<file path="src/rtl/ovnh_pkg.sv">
// Shared types and constants for the octave value-noise height block.
// Used by the controller, the datapath and the top level.
package ovnh_pkg;

   // Configuration register indexes
   localparam logic [1:0] CSR_GRID_WIDTH      = 2'd0;
   localparam logic [1:0] CSR_GRID_DEPTH      = 2'd1;
   localparam logic [1:0] CSR_OCTAVE_COUNT    = 2'd2;
   localparam logic [1:0] CSR_BIAS_RECIPROCAL = 2'd3;

   localparam logic [7:0]  GRID_WIDTH_RST      = 8'd128;
   localparam logic [7:0]  GRID_DEPTH_RST      = 8'd128;
   localparam logic [3:0]  OCTAVE_COUNT_RST    = 4'd7;
   localparam logic [15:0] BIAS_RECIPROCAL_RST = 16'd29789;

   localparam logic [16:0] WEIGHT_ONE = 17'd65536;

   typedef struct packed {
      logic [7:0]  grid_width;
      logic [7:0]  grid_depth;
      logic [3:0]  octave_count;
      logic [15:0] bias_reciprocal;
   } cfg_type;

   // Datapath operations issued by the controller
   typedef enum logic [4:0] {
      OP_IDLE,
      OP_DIV_X,
      OP_WAIT,
      OP_DIV_Z,
      OP_CAP_Z,
      OP_OCT,
      OP_DIV_DX,
      OP_DIV_DZ,
      OP_CAP_DZ,
      OP_RD0,
      OP_RD1,
      OP_RD2,
      OP_RD3,
      OP_RD4,
      OP_MUL_A,
      OP_MUL_B,
      OP_DIV_V,
      OP_ACC,
      OP_DIV_H,
      OP_OUT
   } op_type;

   typedef struct packed {
      op_type op;
   } cmd_type;

   typedef struct packed {
      logic div_busy;
      logic last_octave;
      logic out_free;
   } status_type;

endpackage

</file>
<file path="src/rtl/ovnh_ctrl.sv">
// Sequencer for height queries, walking the octave loop and the divisions; loads are taken while idle.
// Depends on ovnh_pkg.
module ovnh_ctrl (
   input  logic                   clock,
   input  logic                   reset,
   input  logic                   req_valid,
   input  logic                   req_action,
   output logic                   req_ready,
   input  ovnh_pkg::status_type   status,
   output ovnh_pkg::cmd_type      cmd
);
   import ovnh_pkg::*;

   typedef enum logic [26:0] {
      ST_IDLE    = 27'b1 << 0,
      ST_DIV_X   = 27'b1 << 1,
      ST_WAIT_X  = 27'b1 << 2,
      ST_DIV_Z   = 27'b1 << 3,
      ST_WAIT_Z  = 27'b1 << 4,
      ST_CAP_Z   = 27'b1 << 5,
      ST_OCT     = 27'b1 << 6,
      ST_DIV_DX  = 27'b1 << 7,
      ST_WAIT_DX = 27'b1 << 8,
      ST_DIV_DZ  = 27'b1 << 9,
      ST_WAIT_DZ = 27'b1 << 10,
      ST_CAP_DZ  = 27'b1 << 11,
      ST_RD0     = 27'b1 << 12,
      ST_RD1     = 27'b1 << 13,
      ST_RD2     = 27'b1 << 14,
      ST_RD3     = 27'b1 << 15,
      ST_RD4     = 27'b1 << 16,
      ST_MUL_A   = 27'b1 << 17,
      ST_MUL_B   = 27'b1 << 18,
      ST_DIV_V   = 27'b1 << 19,
      ST_WAIT_V  = 27'b1 << 20,
      ST_ACC     = 27'b1 << 21,
      ST_DIV_H   = 27'b1 << 22,
      ST_WAIT_H  = 27'b1 << 23,
      ST_OUT     = 27'b1 << 24,
      ST_SPARE0  = 27'b1 << 25,
      ST_SPARE1  = 27'b1 << 26
   } state_type;

   state_type state_ff, state_in;

   always_ff @(posedge clock) begin
      if (reset) begin
         state_ff <= ST_IDLE;
      end else begin
         state_ff <= state_in;
      end
   end

   always_comb begin
      state_in = state_ff;
      unique case (state_ff)
         ST_IDLE:    if (req_valid && req_action) state_in = ST_DIV_X;
         ST_DIV_X:   state_in = ST_WAIT_X;
         ST_WAIT_X:  if (!status.div_busy) state_in = ST_DIV_Z;
         ST_DIV_Z:   state_in = ST_WAIT_Z;
         ST_WAIT_Z:  if (!status.div_busy) state_in = ST_CAP_Z;
         ST_CAP_Z:   state_in = ST_OCT;
         ST_OCT:     state_in = ST_DIV_DX;
         ST_DIV_DX:  state_in = ST_WAIT_DX;
         ST_WAIT_DX: if (!status.div_busy) state_in = ST_DIV_DZ;
         ST_DIV_DZ:  state_in = ST_WAIT_DZ;
         ST_WAIT_DZ: if (!status.div_busy) state_in = ST_CAP_DZ;
         ST_CAP_DZ:  state_in = ST_RD0;
         ST_RD0:     state_in = ST_RD1;
         ST_RD1:     state_in = ST_RD2;
         ST_RD2:     state_in = ST_RD3;
         ST_RD3:     state_in = ST_RD4;
         ST_RD4:     state_in = ST_MUL_A;
         ST_MUL_A:   state_in = ST_MUL_B;
         ST_MUL_B:   state_in = ST_DIV_V;
         ST_DIV_V:   state_in = ST_WAIT_V;
         ST_WAIT_V:  if (!status.div_busy) state_in = ST_ACC;
         ST_ACC:     state_in = status.last_octave ? ST_DIV_H : ST_OCT;
         ST_DIV_H:   state_in = ST_WAIT_H;
         ST_WAIT_H:  if (!status.div_busy) state_in = ST_OUT;
         ST_OUT:     if (status.out_free) state_in = ST_IDLE;
         default:    state_in = ST_IDLE;
      endcase
   end

   always_comb begin
      unique case (state_ff)
         ST_IDLE:   cmd.op = OP_IDLE;
         ST_DIV_X:  cmd.op = OP_DIV_X;
         ST_DIV_Z:  cmd.op = OP_DIV_Z;
         ST_CAP_Z:  cmd.op = OP_CAP_Z;
         ST_OCT:    cmd.op = OP_OCT;
         ST_DIV_DX: cmd.op = OP_DIV_DX;
         ST_DIV_DZ: cmd.op = OP_DIV_DZ;
         ST_CAP_DZ: cmd.op = OP_CAP_DZ;
         ST_RD0:    cmd.op = OP_RD0;
         ST_RD1:    cmd.op = OP_RD1;
         ST_RD2:    cmd.op = OP_RD2;
         ST_RD3:    cmd.op = OP_RD3;
         ST_RD4:    cmd.op = OP_RD4;
         ST_MUL_A:  cmd.op = OP_MUL_A;
         ST_MUL_B:  cmd.op = OP_MUL_B;
         ST_DIV_V:  cmd.op = OP_DIV_V;
         ST_ACC:    cmd.op = OP_ACC;
         ST_DIV_H:  cmd.op = OP_DIV_H;
         ST_OUT:    cmd.op = OP_OUT;
         default:   cmd.op = OP_WAIT;
      endcase
   end

   assign req_ready = (state_ff == ST_IDLE);

endmodule

</file>
<file path="config.mk">
export PLATFORM = sky130hd
export DESIGN_NAME = ovnh_ctrl
export DESIGN_NICKNAME = d
export VERILOG_FILES = /design/src/rtl/ovnh_pkg.sv /design/src/rtl/ovnh_ctrl.sv
export SDC_FILE = /design/constraint.sdc
export NUM_CORES = 1
export LEC_CHECK = 0
export ABC_AREA = 1
export BUFFER_PORTS_ARGS = -buffer_cell sky130_fd_sc_hd__buf_4
export CAP_MARGIN = 20
export CELL_PAD_IN_SITES_DETAIL_PLACEMENT = 0
export CELL_PAD_IN_SITES_GLOBAL_PLACEMENT = 1
export CORE_MARGIN = 3
export CORE_UTILIZATION = 42
export DETAILED_ROUTE_END_ITERATION = 10
export PLACE_DENSITY_LB_ADDON = 0.1
export SYNTH_ARGS = -nofsm -noshare
export SYNTH_HDL_FRONTEND = slang
export SYNTH_SLANG_ARGS = --single-unit
</file>
<file path="constraint.sdc">
create_clock -name clock -period 2 [get_ports clock]
set_input_delay 0.1 -clock clock [delete_from_list [all_inputs] [get_ports clock]]
set_output_delay 0.1 -clock clock [all_outputs]
set_load 0.02 [all_outputs]
</file>
==> results.txt, run 1 <==
----------------------------------------------------
[Status]
  Status ... complete, no violations

[Worst hold path]
  HP Start ... reset
  Hold WC Path Type ... in -> reg
  End of the worst hold path ... state_ff[10]$_SDFFE_PP0P_
  Worst hold path depth ... 2

[Synthesis]
  Cells after Synth ... 315
  Proportion of synthesized chip area in sequential cells ... 26.1%
  Warning count from the yosys run ... 0
  Number of flip-flops and latches in the synthesized netlist ... 25
  Post-synthesis cell type count ... 29
  Average instance area after synthesis ... 6.09 um2
  Synthesized area ... 1920 um2
  Syn Nets ... 322

[Route]
  Total number of vias ... 2164
  DRT antenna net count ... 0
  Initial DRT Pass Iterations ... 4
  Residual DRC count ... 0
  First DRT Iteration DRCs ... 132
  Number of vias per cell after detailed routing ... 5.09
  Total routed wirelength ... 5890 um
  Average wire per standard cell ... 13.9 um

[Floorplanning]
  Top-Level Pins ... 13
  Core Area ... 4200 um2
  Height of the die ... 73.6 um
  Initial cell density of the core ... 45.6%
  Die area ... 5410 um2
  FP Rows ... 23
  Die Width ... 73.6 um

[Worst setup path]
  Setup crit start kind ... flop
  Setup slack on the worst flop-to-flop path ... 0.02 ns
  Worst reg2reg path depth ... 15
  Crit Path Class ... reg -> out
  Critical register-to-register path endpoint ... state_ff[20]$_SDFFE_PP0P_
  Required time worst endpoint ... 1.90 ns
  Arrival time at the worst endpoint ... 1.90 ns
  Max FO, Critical Path ... 5
  Beginning of the worst register-to-register path ... state_ff[0]$_SDFFE_PP1P_
  Critical path capture point type ... output port

[Timing]
  Endpoints failing setup ... 0
  Setup Skew ... 0.00848 ns
  RSZ-0062 raised after global routing ... true
  Transition time at the pin with the least slew margin ... 0.679 ns
  Number of hold-slack violations in the final timing report ... 0
  Post-route minimum period ... 2.00 ns
  Final max-slew violation count ... 0
  Achievable frequency ... 501 MHz
  Final critical-path share of the clock period ... 99.8%
  Rel. slew slack ... 54.5%
  Total negative slack for setup checks ... 0 ns

[Power]
  VDD IR-drop max ... 1.59 mV
  Clock share of power ... 8.0%
  Power density relative to cell area ... 1390 nW/um2
  Lkg Pwr ... 1.37 nW
  Reg power frac ... 16.8%
  Share of power burned in combinational logic ... 75.1%
  Switching power as a share of total power ... 48.4%
  Power dissipated by switching net loads ... 0.00187 W
  P_int ... 0.00199 W

[Run]
  Max-cap violation count ... 0

[GRT]
  Maximum number of pins on one net before global-route repair ... 18
  Wire length of the first global-routing pass ... 9210 um
  Antenna violations before repair ... 0
  Remaining global-route overflow ... 0
  Total Routing Usage GR ... 21.8%
  Number of global-route vias before repair ... 2022

[Placed design]
  Detailed placement HPWL ... 3830 um
  Placed Cells ... 378
  Number of I/O port buffers ... 12
  Global placement routability congestion ... 0.825

[Layout]
  Highest-count cells in the layout ignoring fill and taps ... sky130_fd_sc_hd__nand2_1 (60), sky130_fd_sc_hd__nor2_1 (53), sky130_fd_sc_hd__buf_4 (52)
  Final nets ... 383
  Fraction of layout cells with a size suffix above 1 ... 44.0%
  Number of flip-flops in the largest register ... 25
  Largest registers in the final layout ... state_ff: 25 flops
  Core occupancy in the finished layout ... 66.0%
  Non-filler instance count after layout ... 425
  ANT cells ... 0
  Commonest non-fill, non-tap cell in the layout ... sky130_fd_sc_hd__nand2_1
  Signed area change from the synthesized netlist to the final layout ... 44.6%
  Top register by number of flip-flops ... state_ff

[CTS]
  Number of levels the H-tree was split into ... 1
  Skew-Pair Late Insertion Delay ... 0.27 ns
  Clock transition at path regs ... 0.10 ns
  Number of CTS-inserted buffers ... 3
  Library cell used as clock root buffer ... sky130_fd_sc_hd__clkbuf_8
  Clock tree buffer depth ... 2
  Num Clock Sinks ... 25
  CTS tree ... yes

----------------------------------------------------
[power groups by stage]
stage	registers [W]	clock network, W	logic (W)
6_report	0.000650	0.000310	0.00290
5_1_grt	0.000660	0.000350	0.00313
2_1_floorplan	0.000619	0	0.00141
3_3_place_gp	0.000626	0	0.00166
3_5_place_dp	0.000629	0	0.00166
4_1_cts	0.000624	0.000317	0.00212
[per-stage QoR]
stage                     total power, W  hold slack [ns]  setup slack [ns]  instance area (um2)
after global placement           0.00229            0.364           -0.0230                 2070
after detailed placement         0.00229            0.367           -0.0150                 2070
final                            0.00386           0.0762           0.00454                 2770
after CTS                        0.00306           0.0662          0.000255                 2420
after global routing             0.00414           0.0740            -0.138                 2770
after floorplan                  0.00203            0.245             0.241                 1920
[metal layers]
metal | wire (um) | vias up | track usage, % | part of all wire (%)
met5 | 0 | - | 0 | 0
met4 | 84 | 0 | 7.44 | 1.4
met3 | 253 | 10 | 3.56 | 4.3
met2 | 2920 | 42 | 36.1 | 50
met1 | 2630 | 1011 | 28.6 | 45
li1 | - | 1101 | - | -
[worst max-delay path: stages, from the launching register on]
cell                      delay (ns)
sky130_fd_sc_hd__dfxtp_4        0.37
sky130_fd_sc_hd__nor2_4         0.14
sky130_fd_sc_hd__nand2_4        0.09
sky130_fd_sc_hd__nor2_8         0.16
sky130_fd_sc_hd__buf_6          0.14
sky130_fd_sc_hd__buf_6          0.10
sky130_fd_sc_hd__nand4_1        0.20
sky130_fd_sc_hd__nand3_2        0.14
sky130_fd_sc_hd__nor2_2         0.04
sky130_fd_sc_hd__nand3_1        0.05
sky130_fd_sc_hd__nand2_1        0.06
sky130_fd_sc_hd__buf_6          0.13
[synth_stat cells, drive strengths merged]
library cell,number,area share (%)
o21ai,3,0.78
a21oi,3,0.78
clkinv,1,0.20
buf,5,2.3
a21o,2,0.78
nand4,7,2.3
dfxtp,25,26
nor4,1,0.33
nand3,36,12
clkbuf,1,0.20
nor2b,1,0.33
nand2,71,16
and3,2,0.65
nor3,14,4.2
inv,49,9.9
nor2,91,22
nor3b,3,1.2
[worst max path at each step]
stage,start,endpoint,slack [ns],cells past startpoint
after floorplan,state_ff[8]$_SDFFE_PP0P_,state_ff[1]$_SDFFE_PP0P_,0.24,13
after global placement,state_ff[8]$_SDFFE_PP0P_,cmd[1],-0.02,11
after detailed placement,state_ff[8]$_SDFFE_PP0P_,cmd[1],-0.02,11
after CTS,state_ff[7]$_SDFFE_PP0P_,cmd[1],0.0003,13
after global routing,state_ff[12]$_SDFFE_PP0P_,cmd[1],-0.14,11
final,state_ff[12]$_SDFFE_PP0P_,cmd[1],0.005,11
[repair_timing]
item,CTS,global route
hold buffers,0,0
setup endpoints to repair,6,24
gates cloned,1,0
pin swaps,19,32
resized for setup,30,63
buffers inserted,25,17
[kinds of logic after synthesis]
| group | Yosys count | synth area share (%) |
|---|---|---|
| simple gates | 226 | 59.0 |
| compound gates | 8 | 2.35 |
| flops | 25 | 26.1 |
| buf+inv | 56 | 12.5 |
[area by class of cell]
class                      count  area [um2]
timing repair buffer          61         518
tap                           50        62.6
clock buffer                   3        41.3
fill                         375        1430
inverter                      50         208
sequential                    25         528
clock inverter                 1        5.00
multi-input combinational    235        1410
(Power assumes the default switching activity.)
==> inputs of run 2 (changes only) <==
ABC_AREA = not set   (was 1)
CORE_UTILIZATION = 45   (was 42)
==> run 2 against run 1 <==
Against the previous run: the flow now finishes with violations (setup timing); highest routed layer unchanged; die area is 23% lower; total power shrank 47%; sequential cell count stayed put; clock power fell by 19%; utilization grew 26 points; routed wire length up 43%; synthesized area is 19% lower; first-iteration DRC count up 140%; largest cell class unchanged; cell count shrank 21%; setup slack got worse by 0.79 ns; register-to-register slack worse by 0.63 ns; critical path type unchanged.
==> results.txt, run 2 <==
----------------------------------------------------
[CTS]
  CTS tree ... yes
  Number of levels the H-tree was split into ... 1
  Number of CTS-inserted buffers ... 3
  Library cell used as clock root buffer ... sky130_fd_sc_hd__clkbuf_4
  Num Clock Sinks ... 25
  Skew-Pair Late Insertion Delay ... 0.35 ns
  Clock transition at path regs ... 0.15 ns
  Clock tree buffer depth ... 2
  Number of buffers added to fix hold violations after cts ... 0

[Synthesis]
  Dominant cells by area after synthesis ... sky130_fd_sc_hd__dfxtp_1 (32%), sky130_fd_sc_hd__nor2_1 (6.1%), sky130_fd_sc_hd__nor4_4 (4.1%)
  Synth cell count leaders ... sky130_fd_sc_hd__dfxtp_1 (25), sky130_fd_sc_hd__nor2_1 (25), sky130_fd_sc_hd__nand2_1 (10)
  Top cell type by total area after synthesis ... sky130_fd_sc_hd__dfxtp_1
  Share of the synthesized area in the top cell type ... 32.3%
  Syn Nets ... 186
  Warning count from the yosys run ... 0
  Post-synth EDFFs ... 0
  Proportion of register bits with asynchronous set or reset after synthesis ... 0%
  Synthesized area ... 1550 um2
  Average instance area after synthesis ... 8.65 um2
  Number of flip-flops and latches in the synthesized netlist ... 25
  Cells after Synth ... 179
  Post-synthesis cell type count ... 52
  Proportion of synthesized chip area in sequential cells ... 32.3%
  Top flip-flop cell by instance count after synthesis ... sky130_fd_sc_hd__dfxtp_1

[Power]
  VDD IR-drop max ... 0.724 mV
  Design Power ... 0.00204 W
  Lkg Pwr ... 1.23 nW
  Power density relative to cell area ... 700 nW/um2

[Route]
  Number of vias per cell after detailed routing ... 6.85
  Total routed wirelength ... 8400 um
  Residual DRC count ... 0
  DRT antenna net count ... 0
  First DRT Iteration DRCs ... 315
  Total number of vias ... 2287
  Initial DRT Pass Iterations ... 5
  Average wire per standard cell ... 25.2 um

[GRT]
  Number of global-route vias before repair ... 2324
  Antenna violations before repair ... 0
  Total Routing Usage GR ... 37.9%
  Wire length of the first global-routing pass ... 12000 um
  Remaining global-route overflow ... 0
  Maximum number of pins on one net before global-route repair ... 14

[Worst setup path]
  Crit Path Class ... reg -> out
  Biggest cell delay along the critical path ... 0.55 ns
  Required time worst endpoint ... 1.90 ns
  Critical path capture point type ... output port
  Arrival time at the worst endpoint ... 2.68 ns
  Max FO, Critical Path ... 6
  Setup crit start kind ... flop
  Chain of cells forming the critical path ... nor4_4, nand4_1, buf_6, or4b_4, nand4_1, o31ai_4, buf_6
  Highest-delay cell along the critical path ... sky130_fd_sc_hd__or4b_4

[Placed design]
  Global placement routability congestion ... 0.944
  Number of I/O port buffers ... 12
  Placed Cells ... 304
  Detailed placement HPWL ... 4170 um
  Cell area after placement ... 2280 um2
  Worst slack at placement ... -0.350 ns

[Timing]
  Setup Skew ... 0.0141 ns
  Transition time at the pin with the least slew margin ... 0.492 ns
  Achievable frequency ... 360 MHz
  Final max-slew violation count ... 0
  Final critical-path share of the clock period ... 139%
  Post-route minimum period ... 2.78 ns
  Endpoints failing setup ... 31
  Number of hold-slack violations in the final timing report ... 0
  Rel. slew slack ... 67.0%
  RSZ-0062 raised after global routing ... true
  Worst setup slack after layout ... -0.781 ns

[Layout]
  Number of flip-flops in the largest register ... 25
  ANT cells ... 0
  Non-filler instance count after layout ... 334
  Fraction of layout cells with a size suffix above 1 ... 66.6%
  Core occupancy in the finished layout ... 91.9%
  Area of the multi-input gates ... 1400 um2
  Reg area ... 515 um2
  Largest registers in the final layout ... state_ff: 25 flops
  Signed area change from the synthesized netlist to the final layout ... 88.4%
  Top register by number of flip-flops ... state_ff
  Finished Cell Area ... 2920 um2
  Fillers ... 116
  Highest-count cells in the layout ignoring fill and taps ... sky130_fd_sc_hd__buf_4 (83), sky130_fd_sc_hd__buf_6 (26), sky130_fd_sc_hd__nor2_1 (16)
  Final nets ... 298
  Commonest non-fill, non-tap cell in the layout ... sky130_fd_sc_hd__buf_4

[Floorplanning]
  Die area ... 4180 um2
  Height of the die ... 64.7 um
  Die Width ... 64.7 um
  Top-Level Pins ... 13
  Initial cell density of the core ... 48.7%
  Core Area ... 3180 um2
  FP Rows ... 20

[Run]
  Max-cap violation count ... 0

[Status]
  Status ... finished, violations left
  Failing checks ... setup timing

[Worst hold path]
  Hold WC Path Type ... in -> reg

----------------------------------------------------
[run 2: cell types whose count changed in the layout (fill, tap and decap cells not counted), sizes merged, moves of 11 or more]
cell,change
nand2,-62
buf,+48
nor4,+11
nor2,-66
nand3,-35
inv,-46
or3,+12
[run 2: final timing paths]
| kind | slack, ns | depth (start not counted) | start | to |
|---|---|---|---|---|
| hold / removal | 0.03 | 3 | status[1] | state_ff[6]$_SDFFE_PP0P_ |
| setup / recovery | -0.78 | 7 | state_ff[6]$_SDFFE_PP0P_ | cmd[1] |
| setup reg to reg | -0.61 | 12 | state_ff[6]$_SDFFE_PP0P_ | state_ff[0]$_SDFFE_PP1P_ |
| hold reg to reg | 0.54 | 2 | state_ff[4]$_SDFFE_PP0P_ | state_ff[4]$_SDFFE_PP0P_ |
[run 2: layer usage]
metal | up-vias | track usage (%) | wire (um)
li1 | 917 | - | -
met1 | 1078 | 41.1 | 2990
met4 | 0 | 27.7 | 717
met3 | 82 | 9.71 | 846
met5 | - | 0 | 0
met2 | 210 | 63.5 | 3850
[run 2: worst max-delay path: cells and delay by family, from the launching register on]
family / cells / cell delay [ns]
AND/OR/NAND/NOR: 4 / 1.50
AO/OA/AOI/OAI: 1 / 0.09
flip-flops: 1 / 0.37
buffers and inverters: 2 / 0.37
[run 2: per-stage QoR]
stage | hold slack, ns | setup TNS [ns]
2_1_floorplan | 0.264 | -0.622
3_3_place_gp | 0.354 | -4.59
3_5_place_dp | 0.354 | -5.88
4_1_cts | 0.00798 | -10.61
5_1_grt | 0.0250 | -17.68
6_report | 0.0311 | -15.82
[run 2: layout make-up]
type	instances	area share, %
Timing Repair Buffer	109	31.4
Tap cell	44	1.89
Sequential cell	25	17.7
Inverter	3	0.386
Clock buffer	4	0.900
Multi-Input combinational cell	149	47.8
[run 2: report_power, final]
part,leakage (nW),switching (W),internal [W]
combinational,1.01,0.000628,0.000619
sequential,0.207,0.0000308,0.000517
clock,0.0150,0.000171,0.0000787
total,1.23,0.000830,0.00121
[run 2: logic make-up after synthesis]
| group | share of synthesized area (%) |
|---|---|
| XOR/XNOR | 3.39 |
| flip-flops | 32.3 |
| AO/OA/AOI/OAI | 14.4 |
| AND/OR/NAND/NOR | 48.1 |
| buffers and inverters | 1.78 |
[run 2: what timing repair did]
item	4_1_cts	5_1_grt
buffers inserted	19	8
resized for setup	76	26
cloned	1	0
pin swaps	42	16
endpoints found under the setup margin	30	31
